===== config.mk =====
export PLATFORM = sky130hd
export DESIGN_NAME = pca_ram
export DESIGN_NICKNAME = d
export VERILOG_FILES = /design/src/rtl/pca_ram.sv
export SDC_FILE = /design/constraint.sdc
export NUM_CORES = 1
export LEC_CHECK = 0
export BUFFER_PORTS_ARGS = -buffer_cell sky130_fd_sc_hd__buf_2
export CAP_MARGIN = 10
export CELL_PAD_IN_SITES_DETAIL_PLACEMENT = 2
export CELL_PAD_IN_SITES_GLOBAL_PLACEMENT = 2
export CORE_ASPECT_RATIO = 1.2
export CORE_MARGIN = 2
export CORE_UTILIZATION = 48
export CTS_CLUSTER_DIAMETER = 80
export DETAILED_ROUTE_END_ITERATION = 8
export GPL_ROUTABILITY_DRIVEN = 0
export HOLD_SLACK_MARGIN = 0.02
export PLACE_DENSITY_LB_ADDON = 0.1
export SLEW_MARGIN = 20
export SYNTH_ARGS = -nofsm -noshare
export SYNTH_HDL_FRONTEND = slang
export SYNTH_SLANG_ARGS = --single-unit
export TNS_END_PERCENT = 20

===== constraint.sdc =====
create_clock -name clk -period 2.3 [get_ports clk]
set_clock_uncertainty 0.2 [all_clocks]
set_input_delay 0.345 -clock clk [delete_from_list [all_inputs] [get_ports clk]]
set_output_delay 0.345 -clock clk [all_outputs]
set_load 0.1 [all_outputs]

===== src/rtl/pca_ram.sv =====
// generic simple dual port ram, registered read
// no dependencies
module pca_ram #(
    parameter int WIDTH = 8,
    parameter int DEPTH = 16
) (
    input  logic                                   clk,
    input  logic                                   we,
    input  logic [((DEPTH > 1) ? $clog2(DEPTH) : 1)-1:0] waddr,
    input  logic [WIDTH-1:0]                       wdata,
    input  logic                                   re,
    input  logic [((DEPTH > 1) ? $clog2(DEPTH) : 1)-1:0] raddr,
    output logic [WIDTH-1:0]                       rdata
);
    logic [WIDTH-1:0] mem [DEPTH];
    logic [WIDTH-1:0] rdata_reg;

    always_ff @(posedge clk)
    begin
        if (we)
        begin
            mem[waddr] <= wdata;
        end
        if (re)
        begin
            rdata_reg <= mem[raddr];
        end
    end

    assign rdata = rdata_reg;
endmodule


==> impl_metrics.ini, run 1 <==
[synthesis]
synth.distinct_cells = 18
postSynthCellCount = 229
synth-compound-area-share_pct = 2.298
ys_ff_latch = 136
synth_nets = 248
synth.yosys.warnings = 0
synth_mux_area_share_pct = 14.79
syn_area_um2 = 5228
yosysSeqAreaShare_pct = 78.12
synth_common_cells = edfxtp_1, mux4_2, a22oi_1
synth_xor_area_share_pct = 0
synth_area_leader_cell = edfxtp_1
synth-edff-count = 136
async_reset_ff_share_pct = 0
synth_fa_ha_area_share_pct = 0
yosys.area_share.simple_pct = 3.135
synth_flop_cell = edfxtp_1
synth.avg_cell_area_um2 = 22.83
ys_top_cells_by_area = edfxtp_1, mux4_2, mux4_1
synth_top_family_by_area = multiplexers
synth.most_common_cell = edfxtp_1
yosys.area.top_type_share_pct = 78.12

[clock_network]
cts_resized = 0
numCtsBuffers = 17
clockBufferDepth = 2
cts.sink_count = 136
root_buffer = clkbuf_16
cts_max_level = 4
cts-hold-fix-buffers = 0
cts_setup_buffers = 0

[floorplanning]
die_w_um = 99.27
initial_core_util_pct = 49.47
fp.dieH_um = 118.3
rows = 41
io_pins = 27

[status]
stop_stage = clock tree synthesis (4_1_cts)
status = did not finish
firstError = [ERROR DPL-0033] detailed placement checks failed during check placement.

[place]
port_buffers = 26
place_hpwl_um = 9163
placed_area_um2 = 5688
-- cell families after synthesis --
| kind of cell | count (synthesis) |
|---|---|
| simple gates | 35 |
| flops | 136 |
| compound gates | 16 |
| mux | 32 |
| buf+inv | 10 |
-- metrics by stage --
step           cells  hold WS (ns)  worst slack, ns
3_5_place_dp     403        0.5433           0.1076
3_3_place_gp     403        0.5310           0.1826
2_1_floorplan    229        0.2439           0.2621
==> run 2: changes to the inputs <==
==> config.mk (replaced) <==
export PLATFORM = sky130hd
export DESIGN_NAME = pca_ram
export DESIGN_NICKNAME = d
export VERILOG_FILES = /design/src/rtl/pca_ram.sv
export SDC_FILE = /design/constraint.sdc
export NUM_CORES = 1
export LEC_CHECK = 0
export BUFFER_PORTS_ARGS = -buffer_cell sky130_fd_sc_hd__buf_2
export CAP_MARGIN = 10
export CORE_MARGIN = 2
export CORE_UTILIZATION = 35
export DETAILED_ROUTE_END_ITERATION = 8
export GPL_ROUTABILITY_DRIVEN = 0
export PLACE_DENSITY_LB_ADDON = 0.15
export SLEW_MARGIN = 20
export SYNTH_ARGS = -nofsm -noshare
export SYNTH_HDL_FRONTEND = slang
export SYNTH_SLANG_ARGS = --single-unit
export TNS_END_PERCENT = 20
==> run 2 against run 1 <==
Against the previous run: the flow now finishes without violations; synthesized area stayed put; synthesized cell count stayed put.
==> impl_metrics.ini, run 2 <==
[clock_network]
clock_latency_ns = 0.41
cts_tree = built
clk_pin_slew_ns = 0.05
cts-hold-fix-buffers = 0
cts_max_level = 4
clockBufferDepth = 2
numCtsBuffers = 17
root_buffer = clkbuf_16
cts_setup_buffers = 0
cts_resized = 0
cts.sink_count = 136

[finish]
fin_nets = 307
final_cell_mix = edfxtp_1, buf_2, buf_4
num_antenna_cells = 0
drive_above_1_share_pct = 29.87
final_common_cell = edfxtp_1
syn2layout_area_growth_pct = 18.48
largest_reg_flops = 128

[hold_path]
hp-class = input pin to register
hold_start = re

[timing]
maxSlewViolCount = 0
hold_slack_ns = 0.1055
fmax_mhz = 562.5
setup_viol = 0
rsz0062_at_grt = no
timing.final.crit_share_pct = 77.30
slew_headroom_pct = 66.66
post-route-min-period_ns = 1.778
tns_ns = 0
worstMarginPinSlew_ns = 0.5035
hold_viol_final = 0

[synthesis]
synth.avg_cell_area_um2 = 22.83
postSynthCellCount = 229
synth-edff-count = 136
synth_flop_cell = edfxtp_1
syn_area_um2 = 5228
synth_common_cells = edfxtp_1, mux4_2, a22oi_1
yosysSeqAreaShare_pct = 78.12
yosys.area.top_type_share_pct = 78.12
synth.distinct_cells = 18
synth_nets = 248
async_reset_ff_share_pct = 0
ys_top_cells_by_area = edfxtp_1, mux4_2, mux4_1
synth.most_common_cell = edfxtp_1
synth_area_leader_cell = edfxtp_1
synth.yosys.warnings = 0
ys_ff_latch = 136

[route]
vias = 2450
wl_per_cell_um = 22.23
drtAntennaViolNets = 0
drtPass1Iterations = 4
dr.first_iter.drc_count = 185
drc = 0
wl_um = 10710
via_per_inst = 5.083

[pwr]
p_leak_uw = 0.002083
vdd_drop_max_mv = 0.4979
power.density_nw_per_um2 = 871.6

[floorplanning]
initial_core_util_pct = 35.83
die_area_um2 = 15930
fp.dieH_um = 126.2
die_w_um = 126.2
fp.coreArea_um2 = 14590
rows = 44
io_pins = 27

[setup_path]
critical_path.max_stage_delay_ns = 0.44
cp-start-kind = register
worstSetupPathType = register to output pin
cp-end-kind = output pin
crit_start = rdata[2]
cp.required_ns = 1.75
path_cells = buf_2
reg2reg_from = mem[3][7]
crit_buf_inv = 1
crit_arrival_ns = 1.23
crit_slowest_cell = buf_2
path_max_fanout = 1
path_delay_family = buffers and inverters

[global_route]
grt_pass1_wl_um = 16140
first_global_vias = 2592
grt.total_usage_pct = 14.42
grt_max_degree = 33
grt-ovfl-total = 0
grt_antenna_before_repair = 0

[place]
port_buffers = 26
place_hpwl_um = 6649

[job]
maxCapViolCount = 0

[status]
status = complete, no violations
-- run 2: cell counts after synthesis --
No cell type changed its count.
-- run 2: final cells by class --
class	instances	area, um2
Fill cell	1277	8396
Sequential cell	136	4084
Multi-Input combinational cell	83	1057
Clock buffer	20	436.7
Timing Repair Buffer	50	347.8
Tap cell	184	230.2
Clock inverter	9	37.54
-- run 2: final timing paths --
kind              end  slack (ns)  depth (start not counted)
max          rdata[2]        0.52                          1
min          rdata[5]        0.11                          1
max reg2reg  rdata[7]        0.55                          3
min reg2reg  rdata[6]        0.56                          3
-- run 2: report_power, final --
| part | internal (uW) | switching (uW) |
|---|---|---|
| sequential | 2790 | 13.7 |
| combinational | 117 | 236 |
| clock | 1320 | 912 |
| total | 4240 | 1160 |
-- run 2: stage by stage --
stage	cells	utilization [%]	setup WS [ns]	power [uW]	instance area, um2
after floorplan	229	-	0.2621	3084	5228
after global placement	453	39.20	0.1641	3217	5719
after detailed placement	453	39.20	0.1442	3220	5719
after CTS	482	42.45	0.4964	5452	6193
after global routing	482	42.45	0.4616	5573	6193
final	482	42.45	0.5222	5398	6193
-- run 2: kinds of logic (layout without fill, tap and decap cells) --
family                 after synthesis  count (layout)  synth area share, %
and+or+nand+nor                     35              35                3.136
muxes                               32              32                14.79
buffers and inverters               10              79                1.651
AOI/OAI and AO/OA                   16              16                2.298
DFF                                136             136                78.12
-- run 2: layer usage --
metal  track usage (%)  share of wire [%]
met1             20.51                 48
met2             20.78                 46
met3             4.843                5.5
met4             5.236               0.97
met5                 0                  0
Note: power is estimated with default switching activity, not from simulation.
