<file path="config.mk">
export PLATFORM = sky130hd
export DESIGN_NAME = pca_div
export DESIGN_NICKNAME = d
export VERILOG_FILES = /design/src/rtl/pca_pkg.sv /design/src/rtl/pca_div.sv
export SDC_FILE = /design/constraint.sdc
export NUM_CORES = 1
export LEC_CHECK = 0
export BUFFER_PORTS_ARGS = -buffer_cell sky130_fd_sc_hd__buf_2
export CAP_MARGIN = 20
export CORE_MARGIN = 5
export CORE_UTILIZATION = 54
export CTS_CLUSTER_DIAMETER = 40
export CTS_CLUSTER_SIZE = 24
export DETAILED_ROUTE_END_ITERATION = 6
export GPL_TIMING_DRIVEN = 0
export PLACE_DENSITY = 0.86
export SLEW_MARGIN = 0
export SYNTH_ARGS = -nofsm -noshare
export SYNTH_HDL_FRONTEND = slang
export SYNTH_SLANG_ARGS = --single-unit
</file>
<file path="constraint.sdc">
create_clock -name clk -period 3 [get_ports clk]
set_input_delay 0.15 -clock clk [delete_from_list [all_inputs] [get_ports clk]]
set_output_delay 0.15 -clock clk [all_outputs]
set_load 0.01 [all_outputs]
</file>
<file path="src/rtl/pca_pkg.sv">
// shared constants, codes and types of the paged cache page allocator
// no dependencies
package pca_pkg;

    localparam int ROWS              = 64;
    localparam int MAX_PAGES_PER_ROW = 32;
    localparam int NUM_PAGES         = 1024;

    localparam int KIND_W = 2;
    localparam int ROW_W  = 6;
    localparam int TOK_W  = 14;
    localparam int STAT_W = 2;
    localparam int PAGE_W = 10;
    localparam int TPP_W  = 9;

    localparam int TOK_MAX   = 16383;
    localparam int TPP_RESET = 16;
    localparam int TPP_MAX   = 256;

    localparam int ROW_AW    = (ROWS > 1) ? $clog2(ROWS) : 1;
    localparam int SLOT_W    = (MAX_PAGES_PER_ROW > 1) ? $clog2(MAX_PAGES_PER_ROW) : 1;
    localparam int SLOT_CW   = $clog2(MAX_PAGES_PER_ROW + 1);
    localparam int MAP_DEPTH = ROWS * MAX_PAGES_PER_ROW;
    localparam int MAP_AW    = (MAP_DEPTH > 1) ? $clog2(MAP_DEPTH) : 1;
    localparam int Q_AW      = (NUM_PAGES > 1) ? $clog2(NUM_PAGES) : 1;
    localparam int FC_W      = $clog2(NUM_PAGES + 1);
    localparam int SUM_W     = TOK_W + 1;
    localparam int DIV_W     = 16;
    localparam int DIV_CW    = $clog2(DIV_W);
    localparam int ROWM_W    = TOK_W + MAX_PAGES_PER_ROW;

    localparam logic [KIND_W-1:0] KIND_ALLOC  = 2'd0;
    localparam logic [KIND_W-1:0] KIND_EXTEND = 2'd1;
    localparam logic [KIND_W-1:0] KIND_FREE   = 2'd2;
    localparam logic [KIND_W-1:0] KIND_CLEAR  = 2'd3;

    localparam logic [STAT_W-1:0] ST_OK    = 2'd0;
    localparam logic [STAT_W-1:0] ST_BUSY  = 2'd1;
    localparam logic [STAT_W-1:0] ST_LIMIT = 2'd2;
    localparam logic [STAT_W-1:0] ST_NOMEM = 2'd3;

    typedef struct packed {
        logic             done;
        logic [DIV_W-1:0] quot;
    } pca_div_rsp_t;

endpackage

</file>
<file path="src/rtl/pca_div.sv">
// restoring divider, one quotient bit per cycle
// depends on pca_pkg
module pca_div (
    input  logic                        clk,
    input  logic                        rst_n,
    input  logic                        start,
    input  logic [pca_pkg::DIV_W-1:0]   dividend,
    input  logic [pca_pkg::TPP_W-1:0]   divisor,
    output pca_pkg::pca_div_rsp_t       rsp
);
    logic                        busy_reg, busy_next;
    logic                        done_reg, done_next;
    logic [pca_pkg::DIV_CW-1:0]  cnt_reg, cnt_next;
    logic [pca_pkg::DIV_W-1:0]   dq_reg, dq_next;
    logic [pca_pkg::TPP_W:0]     rem_reg, rem_next;
    logic [pca_pkg::TPP_W-1:0]   dvs_reg, dvs_next;
    logic [pca_pkg::TPP_W:0]     trial;

    always_comb
    begin
        busy_next = busy_reg;
        done_next = 1'b0;
        cnt_next  = cnt_reg;
        dq_next   = dq_reg;
        rem_next  = rem_reg;
        dvs_next  = dvs_reg;
        trial     = {rem_reg[pca_pkg::TPP_W-1:0], dq_reg[pca_pkg::DIV_W-1]};
        if (start)
        begin
            busy_next = 1'b1;
            cnt_next  = '0;
            dq_next   = dividend;
            rem_next  = '0;
            dvs_next  = divisor;
        end
        else if (busy_reg)
        begin
            if (trial >= {1'b0, dvs_reg})
            begin
                rem_next = trial - {1'b0, dvs_reg};
                dq_next  = {dq_reg[pca_pkg::DIV_W-2:0], 1'b1};
            end
            else
            begin
                rem_next = trial;
                dq_next  = {dq_reg[pca_pkg::DIV_W-2:0], 1'b0};
            end
            cnt_next = cnt_reg + 1'b1;
            if (cnt_reg == pca_pkg::DIV_CW'(pca_pkg::DIV_W - 1))
            begin
                busy_next = 1'b0;
                done_next = 1'b1;
            end
        end
    end

    always_ff @(posedge clk or negedge rst_n)
    begin
        if (!rst_n)
        begin
            busy_reg <= 1'b0;
            done_reg <= 1'b0;
            cnt_reg  <= '0;
        end
        else
        begin
            busy_reg <= busy_next;
            done_reg <= done_next;
            cnt_reg  <= cnt_next;
        end
    end

    always_ff @(posedge clk)
    begin
        dq_reg  <= dq_next;
        rem_reg <= rem_next;
        dvs_reg <= dvs_next;
    end

    assign rsp.done = done_reg;
    assign rsp.quot = dq_reg;
endmodule

</file>
## Yosys cells after proc, flatten, opt, wreduce, memory -nomap -nowiden

Cells that the tools add are included.

- $add $sub $neg: 2
- $lt $le $gt $ge: 1
- Equality and inequality tests: 1
- Mux-type cells: 12
- Reduce and logical (&&, ||, !) cells: 1

Operators by type and width:

| operator | number |
|---|---|
| 16-bit two-way mux | 2 |
| 10-bit by 9-bit >= comparator with 1-bit output | 1 |
| 9-bit two-way mux | 1 |
| 9-bit subtractor | 1 |
| 4-bit two-way mux | 2 |
| 1-bit two-way mux | 7 |
| 4-bit by 1-bit adder with 4-bit output (second input constant) | 1 |
| 4-bit == test (second input constant) | 1 |
| 2-bit nonzero test | 1 |

- Register bits after elaboration: 40
- Bits of input ports: 28
- Word-level logic and storage cells: 23

## Depth between registers and ports, before layout

Gate-level depths: netlist of the first run.

- Depth in word-level cells: 4
- Mapped depth: 10
- Mapped depth without buffers: 9

## Worst setup path before layout of the first run

OpenSTA, ideal clock, no wires.

- Path type: flip-flop to flip-flop
- Start: register dq_reg[15] in the netlist's numbering
- End: register rem_reg[1] in the netlist's numbering
- Setup time: 0.138 ns
- Arrival time: 2.259 ns
- Data required time: 2.862 ns
- Slack: 0.603 ns
- Stages on the path, launching flop included: 11
- Path buffers: 1
- Period minus slack after synthesis: 2.397 ns
- Path through: edfxtp_1 -> inv_1 -> ha_1 -> inv_1 -> fa_1 -> a211oi_1 -> o21a_1 -> o211a_2 -> buf_4 -> mux2i_1 -> a211oi_1

- Longest elaborated chain between the ends: 2
- Elaborated cells on any way between the ends: 3
- Classes of those cells: add/sub (1); order compare (1); mux (1)

RTL lines:

| element | line | text |
|---|---|---|
| start, declared | pca_div.sv:14 | `logic [pca_pkg::DIV_W-1:0] dq_reg, dq_next;` |
| start signal, assigned | pca_div.sv:75 | `dq_reg <= dq_next;` |
| 9-bit subtractor or 10-bit by 9-bit >= comparator with 1-bit output (tied branches) | pca_div.sv:40, pca_div.sv:38 |  |
| 9-bit two-way mux * | pca_div.sv:38 | `if (trial >= {1'b0, dvs_reg})` |
| end signal, assigned | pca_div.sv:76 | `rem_reg <= rem_next;` |
| end, declared | pca_div.sv:15 | `logic [pca_pkg::TPP_W:0] rem_reg, rem_next;` |

Mark *: on every way between the ends. The rest lies on a longest branch, timed or not.
A chain may end at the register's enable or synchronous reset.

## Worst setup path after layout of the first run

Same ends and word-level chain as after synthesis.

==> results of run 1 <==
worst paths after layout:
kind	start	endpoint	slack, ps	cells after the start
min in group asynchronous	rst_n	cnt_reg[3]	200	2
hold / removal	divisor[1]	dvs_reg[1]	20	1
setup / recovery	dq_reg[15]	rem_reg[1]	280	10
max in group asynchronous	rst_n	cnt_reg[2]	2660	2
setup reg to reg	dq_reg[15]	rem_reg[1]	280	10
hold reg to reg	rem_reg[2]	rem_reg[2]	500	2
stage by stage:
| step | util [%] | std cells | hold WS (ps) |
|---|---|---|---|
| global route | 67.0 | 280 | 13.8 |
| CTS | 67.0 | 280 | 18.9 |
| finish | 67.0 | 280 | 22.6 |
| detailed placement | 63.8 | 271 | -19.8 |
| floorplan | - | 179 | -146 |
| global placement | 63.8 | 271 | -22.4 |
synthesized netlist by cell type (5+ instances only):
cell type	count
mux2_2	15
nand2_1	7
ha_1	10
xor2_1	5
mux2i_1	8
clkbuf_1	6
nor2_1	16
dfrtp_1	6
edfxtp_1	25
a211oi_1	7
a21oi_1	6
inv_1	13
dfxtp_1	9
routing by layer:
layer | up-vias | track usage, % | wire, µm
met1 | 763 | 21.0 | 1790
met3 | 10 | 4.71 | 223
li1 | 762 | - | -
met2 | 32 | 28.7 | 2280
met4 | 0 | 8.14 | 87
met5 | - | 0 | 0
cell type report:
type                            instances  area [µm²]
Fill cell                             268        1220
Sequential cell                        40        1080
Multi-Input combinational cell        116         913
Timing Repair Buffer                   45         230
Clock buffer                            5        68.8
Tap cell                               48        60.1
Inverter                               13        48.8
Buffer                                 10        46.3
Clock inverter                          3        42.5
logic make-up (layout without fill, tap and decap cells):
| group | Yosys count | in the layout | share of synthesized area [%] |
|---|---|---|---|
| adder cells (fa/ha/maj) | 11 | 11 | 6.95 |
| buffers and inverters | 23 | 76 | 4.55 |
| AND/OR/NAND/NOR | 45 | 45 | 11.4 |
| flip-flops | 40 | 40 | 51.7 |
| AO/OA/AOI/OAI | 30 | 30 | 10.5 |
| multiplexers | 23 | 23 | 11.9 |
| XOR/XNOR | 7 | 7 | 2.93 |
power by group:
group / total [µW] / switching, µW / leakage (µW) / internal [µW]
clock: 438 / 192 / 0.0000541 / 246
combinational: 720 / 378 / 0.000649 / 342
sequential: 759 / 70.9 / 0.000409 / 688
total: 1920 / 641 / 0.00111 / 1280
timing repair:
item | 4_1_cts | 5_1_grt
endpoints found under the hold margin | 6 | 0
endpoints found under the setup margin | 0 | 0
hold buffers | 1 | 0
==> impl_metrics.toml, run 1 <==
[die]
start_util_pct = 56.2
die_area_mm2 = 0.00521
dieWidth_um = 72.2
core_area_mm2 = 0.00372
rows = 22
ios = 45
die_h_um = 72.2

[flow_run]
maxCapViolCount = 0

[drt]
viasPerCell = 5.60
detail-route-antenna-nets = 0
wl_per_cell_um = 15.7
firstDrtPassIters = 4
num_vias = 1567
wl_mm = 4.38
drc = 0
drt_iter0_markers = 70

[logic_synthesis]
synth_area_leaders = "edfxtp_1 (36%), dfxtp_1 (8.6%), mux2_2 (8.1%), dfrtp_1 (7.2%), ha_1 (6.0%)"
yosysWarnings = 0
syn_inst = 179
yosysTopAreaCell = "edfxtp_1"
ys_types = 41
synth-seq-cells = 40
avgSynthCellArea_um2 = 11.7
synth_nets = 218
synth_edf_count = 25
syn_area_mm2 = 0.00209
ys_seq_area_share_pct = 51.7
synthArstFlopShare_pct = 15.0
yosysTopAreaCellShare_pct = 35.9
ys.flop_type = "edfxtp_1"

[layout]
largest_register_ffs = 16
finalInstanceArea_mm2 = 0.00249
syn_to_final_growth_pct = 19.2
final_cell_mix = "buf_2 (45), edfxtp_1 (25), nor2_1 (16)"
final_nets = 270
layout_commonest_cell = "buf_2"
num_antenna_cells = 0
drive_gt1_share_pct = 33.2

[cts]
cts_tree = "done"
clock-sinks = 40
cts.clk_slew.worst_paths_ps = 80
post_cts_buffers = 0
htree_levels = 2
cts_buffers = 5
root_buffer = "clkbuf_8"
ctsResizeCount = 0
clk_latency_ps = 300
clock_path_buffers = 2

[global_routing]
grt_pass1_wl_mm = 6.98
grt_usage_pct = 17.4
antenna_found_initial = 0
grt_start_max_net_pins = 17
grt-ovfl-total = 0
grt_pass1_vias = 1545

[worst_setup_path]
cp-start-kind = "flip-flop"
cp.arrival_ps = 2870
crit_fanout = 10
worst_path_dominant_cell_family = "compound AO/OA/AOI/OAI gates"
path_class = "reg -> reg"
critPathBufInv = 3
crit_path_top_delay_cell = "edfxtp_1"
critical_path.cell_chain = "inv_1 -> ha_1 -> inv_1 -> fa_1 -> a211oi_1 -> o21a_1 -> o211a_2 -> buf_4 -> mux2i_1 -> a211oi_1"
worstPathRequired_ps = 3160
critPathMaxStageDelay_ps = 420
critPathCaptureType = "flip-flop"

[timing]
relSlewSlack_pct = 61.6
hold_viol_final = 0
setup_violations = 0
finalSetupTns_ps = 0
timing.fmax_mhz = 368
finalCriticalPeriod_ps = 2720
finalCritPeriodShare_pct = 90.6
grt_setup_unrepaired = "false"
timing.final.max_slew_violations = 0
finalWorstSetupSlack_ps = 283
finalClockSkew_ps = 3.98
worst_slew_pin_slew_ps = 575

[placed_design]
gp_congestion = 0.908
port_buffers = 44
dpl_cell_area_mm2 = 0.00237
dp_hpwl_mm = 3.25
dp_slack_ps = 314

[power_and_ir_drop]
vdd.ir_drop.worst_mv = 0.754
power_uw = 1920
power_density_mw_per_mm2 = 769
leakagePower_uw = 0.00111

[min_path]
hold_path_class = "in -> reg"

[status]
outcome = "completed"
Note: power is estimated with default switching activity, not from simulation.
==> run 2, diff against run 1 <==
- HOLD_SLACK_MARGIN: default -> 0.06
==> impl_metrics.toml, run 2 (synthesis gave the netlist of run 1 again) <==
[status]
outcome = "completed"

[placed_design]
port_buffers = 44
dp_hpwl_mm = 3.25
gp_congestion = 0.908

[global_routing]
grt.busiest_layer = "met2"
use_met1_pct = 22.0
grt_pass1_wl_mm = 7.20
antenna_found_initial = 0
grt_start_max_net_pins = 17
grt_usage_pct = 17.9
use_met3_pct = 4.85
grt_util_met2_pct = 29.4
grt-ovfl-total = 0
grt_pass1_vias = 1580

[worst_setup_path]
path_class = "reg -> reg"
crit_fanout = 10
worstPathRequired_ps = 3160
critPathCaptureType = "flip-flop"
cp-start-kind = "flip-flop"
cp.arrival_ps = 2880

[die]
die_h_um = 72.2
ios = 45
start_util_pct = 56.2
core_area_mm2 = 0.00372
rows = 22
die_area_mm2 = 0.00521
dieWidth_um = 72.2

[timing]
grt_setup_unrepaired = "false"
setup_violations = 0
finalCritPeriodShare_pct = 90.6
finalClockSkew_ps = 7.33
timing.fmax_mhz = 368
relSlewSlack_pct = 62.2
hold_viol_final = 0
finalCriticalPeriod_ps = 2720
worst_slew_pin_slew_ps = 567
finalSetupTns_ps = 0
timing.final.max_slew_violations = 0

[cts]
clock-sinks = 40
root_buffer = "clkbuf_8"
cts.clk_slew.worst_paths_ps = 80
clk_latency_ps = 300
ctsResizeCount = 0
cts_buffers = 5
ctsHoldBuffers = 10
cts_tree = "done"
htree_levels = 2
clock_path_buffers = 2
post_cts_buffers = 0

[layout]
drive_gt1_share_pct = 32.0
syn_to_final_growth_pct = 23.5
num_antenna_cells = 0
layout_commonest_cell = "buf_2"
utilization_pct = 69.5
final_cell_mix = "buf_2 (45), edfxtp_1 (25), nor2_1 (16)"
final_nets = 279
largest_register_ffs = 16

[drt]
wl_per_cell_um = 15.6
detail-route-antenna-nets = 0
firstDrtPassIters = 4
wl_mm = 4.52
num_vias = 1592
drt_iter0_markers = 74
viasPerCell = 5.51
drc = 0

[min_path]
hold_path_class = "in -> reg"

[flow_run]
maxCapViolCount = 0

[power_and_ir_drop]
leakagePower_uw = 0.00115
power_density_mw_per_mm2 = 748
vdd.ir_drop.worst_mv = 0.762
run 2: changes by cell type in the layout (fill, tap and decap cells not counted), sizes merged:
cell,change
dlygate4sd3,+9
run 2: report_power, final:
group / switching [µW] / internal [µW] / leakage, µW
Clock: 195 / 246 / 0.0000541
Sequential: 70.9 / 688 / 0.000409
Combinational: 381 / 350 / 0.000687
run 2: cell type report:
type,instances,area [µm²]
fill,257,1130
sequential,40,1080
multi-input combinational,116,913
timing repair buffer,54,320
clock buffer,5,68.8
tap,48,60.1
inverter,13,48.8
buffer,10,46.3
clock inverter,3,42.5
run 2: critical path, cell delays in order, from the launching register on:
cell	delay (ps)
edfxtp_1	420
inv_1	80
ha_1	170
inv_1	60
fa_1	390
a211oi_1	410
o21a_1	270
o211a_2	250
buf_4	210
mux2i_1	230
a211oi_1	100
run 2: final timing paths:
check	depth (start not counted)	startpoint	slack (ps)	to
setup / recovery	10	dq_reg[15]	280	rem_reg[1]
hold / removal	2	dividend[5]	150	dq_reg[5]
min in group asynchronous	2	rst_n	200	cnt_reg[3]
max in group asynchronous	2	rst_n	2660	cnt_reg[2]
setup reg to reg	10	dq_reg[15]	280	rem_reg[1]
hold reg to reg	2	rem_reg[2]	500	rem_reg[2]
run 2: per-stage QoR:
stage | cells | hold WS (ps) | setup WS (ps) | power (µW) | cell area (µm²)
floorplan | 179 | -146 | 603 | 1290 | 2090
global placement | 271 | -22.4 | 369 | 1440 | 2370
detailed placement | 271 | -19.8 | 314 | 1480 | 2370
CTS | 289 | 149 | 278 | 1930 | 2580
global route | 289 | 145 | 127 | 2050 | 2580
finish | 289 | 145 | 282 | 1930 | 2580
run 2: layer usage:
layer | up-vias | part of all wire [%]
met5 | - | 0
li1 | 776 | -
met4 | 0 | 1.9
met1 | 776 | 42
met2 | 30 | 52
met3 | 10 | 3.8
==> run 3, diff against run 2 <==
- RECOVER_POWER: default -> 25
==> impl_metrics.toml, run 3 (synthesis gave the netlist of run 1 again) <==
[status]
outcome = "completed"

[drt]
dr_wl_met2_mm = 2.35
drc = 0
topRoutingLayerUsed = "met4"
num_vias = 1595
wl_per_cell_um = 15.6
drt_iter0_markers = 74
firstDrtPassIters = 4
viasPerCell = 5.52
wl_mm = 4.51
wl_met3_um = 171
drt-met1-wl_mm = 1.91
detail-route-antenna-nets = 0

[global_routing]
grt_pass1_wl_mm = 7.20
grt-ovfl-total = 0
grt_pass1_vias = 1580
grt_start_max_net_pins = 17
antenna_found_initial = 0
grt_usage_pct = 17.9

[worst_setup_path]
cp-start-kind = "flip-flop"
crit_fanout = 10
cp.arrival_ps = 2880
critical_path.cell_chain = "inv_1 -> ha_1 -> inv_1 -> fa_1 -> a211oi_1 -> o21a_1 -> o211a_2 -> buf_4 -> mux2i_1 -> a211oi_1"
worstPathRequired_ps = 3160
critPathCaptureType = "flip-flop"
critPathMaxStageDelay_ps = 420
crit_path_top_delay_cell = "edfxtp_1"
path_class = "reg -> reg"

[layout]
nFillCells = 259
drive_gt1_share_pct = 31.1
multi_input_area_um2 = 913
syn_to_final_growth_pct = 23.4
layout_commonest_cell = "buf_2"
final_cell_mix = "buf_2 (43), edfxtp_1 (25), nor2_1 (16)"
register_area_mm2 = 0.00108
largest_register_ffs = 16
num_antenna_cells = 0
final_nets = 279

[timing]
relSlewSlack_pct = 61.0
timing.final.max_slew_violations = 0
hold_viol_final = 0
finalSetupTns_ps = 0
grt_setup_unrepaired = "false"
finalClockSkew_ps = 7.33
timing.fmax_mhz = 368
finalCritPeriodShare_pct = 90.6
worst_slew_pin_slew_ps = 586
setup_violations = 0
finalCriticalPeriod_ps = 2720

[cts]
root_buffer = "clkbuf_8"
clk_latency_ps = 300
clock-sinks = 40
cts.clk_slew.worst_paths_ps = 80
post_cts_buffers = 0
clock_path_buffers = 2
cts_tree = "done"
htree_levels = 2
ctsResizeCount = 0
cts_buffers = 5
ctsHoldBuffers = 10

[die]
die_area_mm2 = 0.00521
rows = 22
dieWidth_um = 72.2
start_util_pct = 56.2
die_h_um = 72.2
core_area_mm2 = 0.00372
ios = 45

[power_and_ir_drop]
leakagePower_uw = 0.00114
power_uw = 1930
vdd.ir_drop.worst_mv = 0.761
power_density_mw_per_mm2 = 748

[placed_design]
port_buffers = 44
dp_hpwl_mm = 3.25
gp_congestion = 0.908

[min_path]
hold_path_class = "in -> reg"

[flow_run]
maxCapViolCount = 0
==> run 3: changes by cell type in the layout (fill, tap and decap cells not counted), sizes merged <==
cell and delta:
buf -2, clkbuf +2
==> run 3: metal layers <==
| metal | vias to the layer above | global-route usage [%] |
|---|---|---|
| met5 | - | 0 |
| met2 | 30 | 29.4 |
| met1 | 778 | 22.0 |
| met3 | 10 | 4.85 |
| met4 | 0 | 8.14 |
| li1 | 777 | - |
==> run 3: path summary, 6_finish.rpt <==
| kind | slack, ps | endpoint | startpoint | depth (start not counted) |
|---|---|---|---|---|
| worst min-delay path | 150 | dq_reg[5] | dividend[5] | 2 |
| max in group asynchronous | 2520 | cnt_reg[2] | rst_n | 2 |
| worst max-delay path | 280 | rem_reg[1] | dq_reg[15] | 10 |
| worst min register to register | 500 | rem_reg[2] | rem_reg[2] | 2 |
| min in group asynchronous | 250 | done_reg | rst_n | 2 |
| worst max register to register | 280 | rem_reg[1] | dq_reg[15] | 10 |
==> run 3: area by class of cell <==
| class | count | area share [%] |
|---|---|---|
| tap | 48 | 2.33 |
| inverter | 13 | 1.89 |
| clock buffer | 5 | 2.67 |
| multi-input combinational | 116 | 35.4 |
| buffer | 10 | 1.80 |
| clock inverter | 3 | 1.65 |
| timing repair buffer | 54 | 12.3 |
| sequential | 40 | 41.9 |
==> run 3: through the flow <==
stage	utilization [%]	cells	setup WS (ps)	area [µm²]	hold WS (ps)
2_1_floorplan	-	179	603	2090	-146
3_3_place_gp	63.8	271	369	2370	-22.4
3_5_place_dp	63.8	271	314	2370	-19.8
4_1_cts	69.5	289	278	2580	149
5_1_grt	69.4	289	127	2580	145
6_report	69.4	289	282	2580	145
==> run 3: where the power goes <==
| part | switching [µW] | internal [µW] | leakage, µW |
|---|---|---|---|
| sequential | 70.9 | 688 | 0.000409 |
| clock | 195 | 246 | 0.0000541 |
| combinational | 381 | 349 | 0.000681 |
| total | 646 | 1280 | 0.00114 |
==> run 3: critical path: cells and delay by family (launching register included) <==
| family | cells | cell delay, ps |
|---|---|---|
| mux | 1 | 230 |
| buf+inv | 3 | 350 |
| fa+ha+maj | 2 | 560 |
| compound gates | 4 | 1030 |
| flops | 1 | 420 |
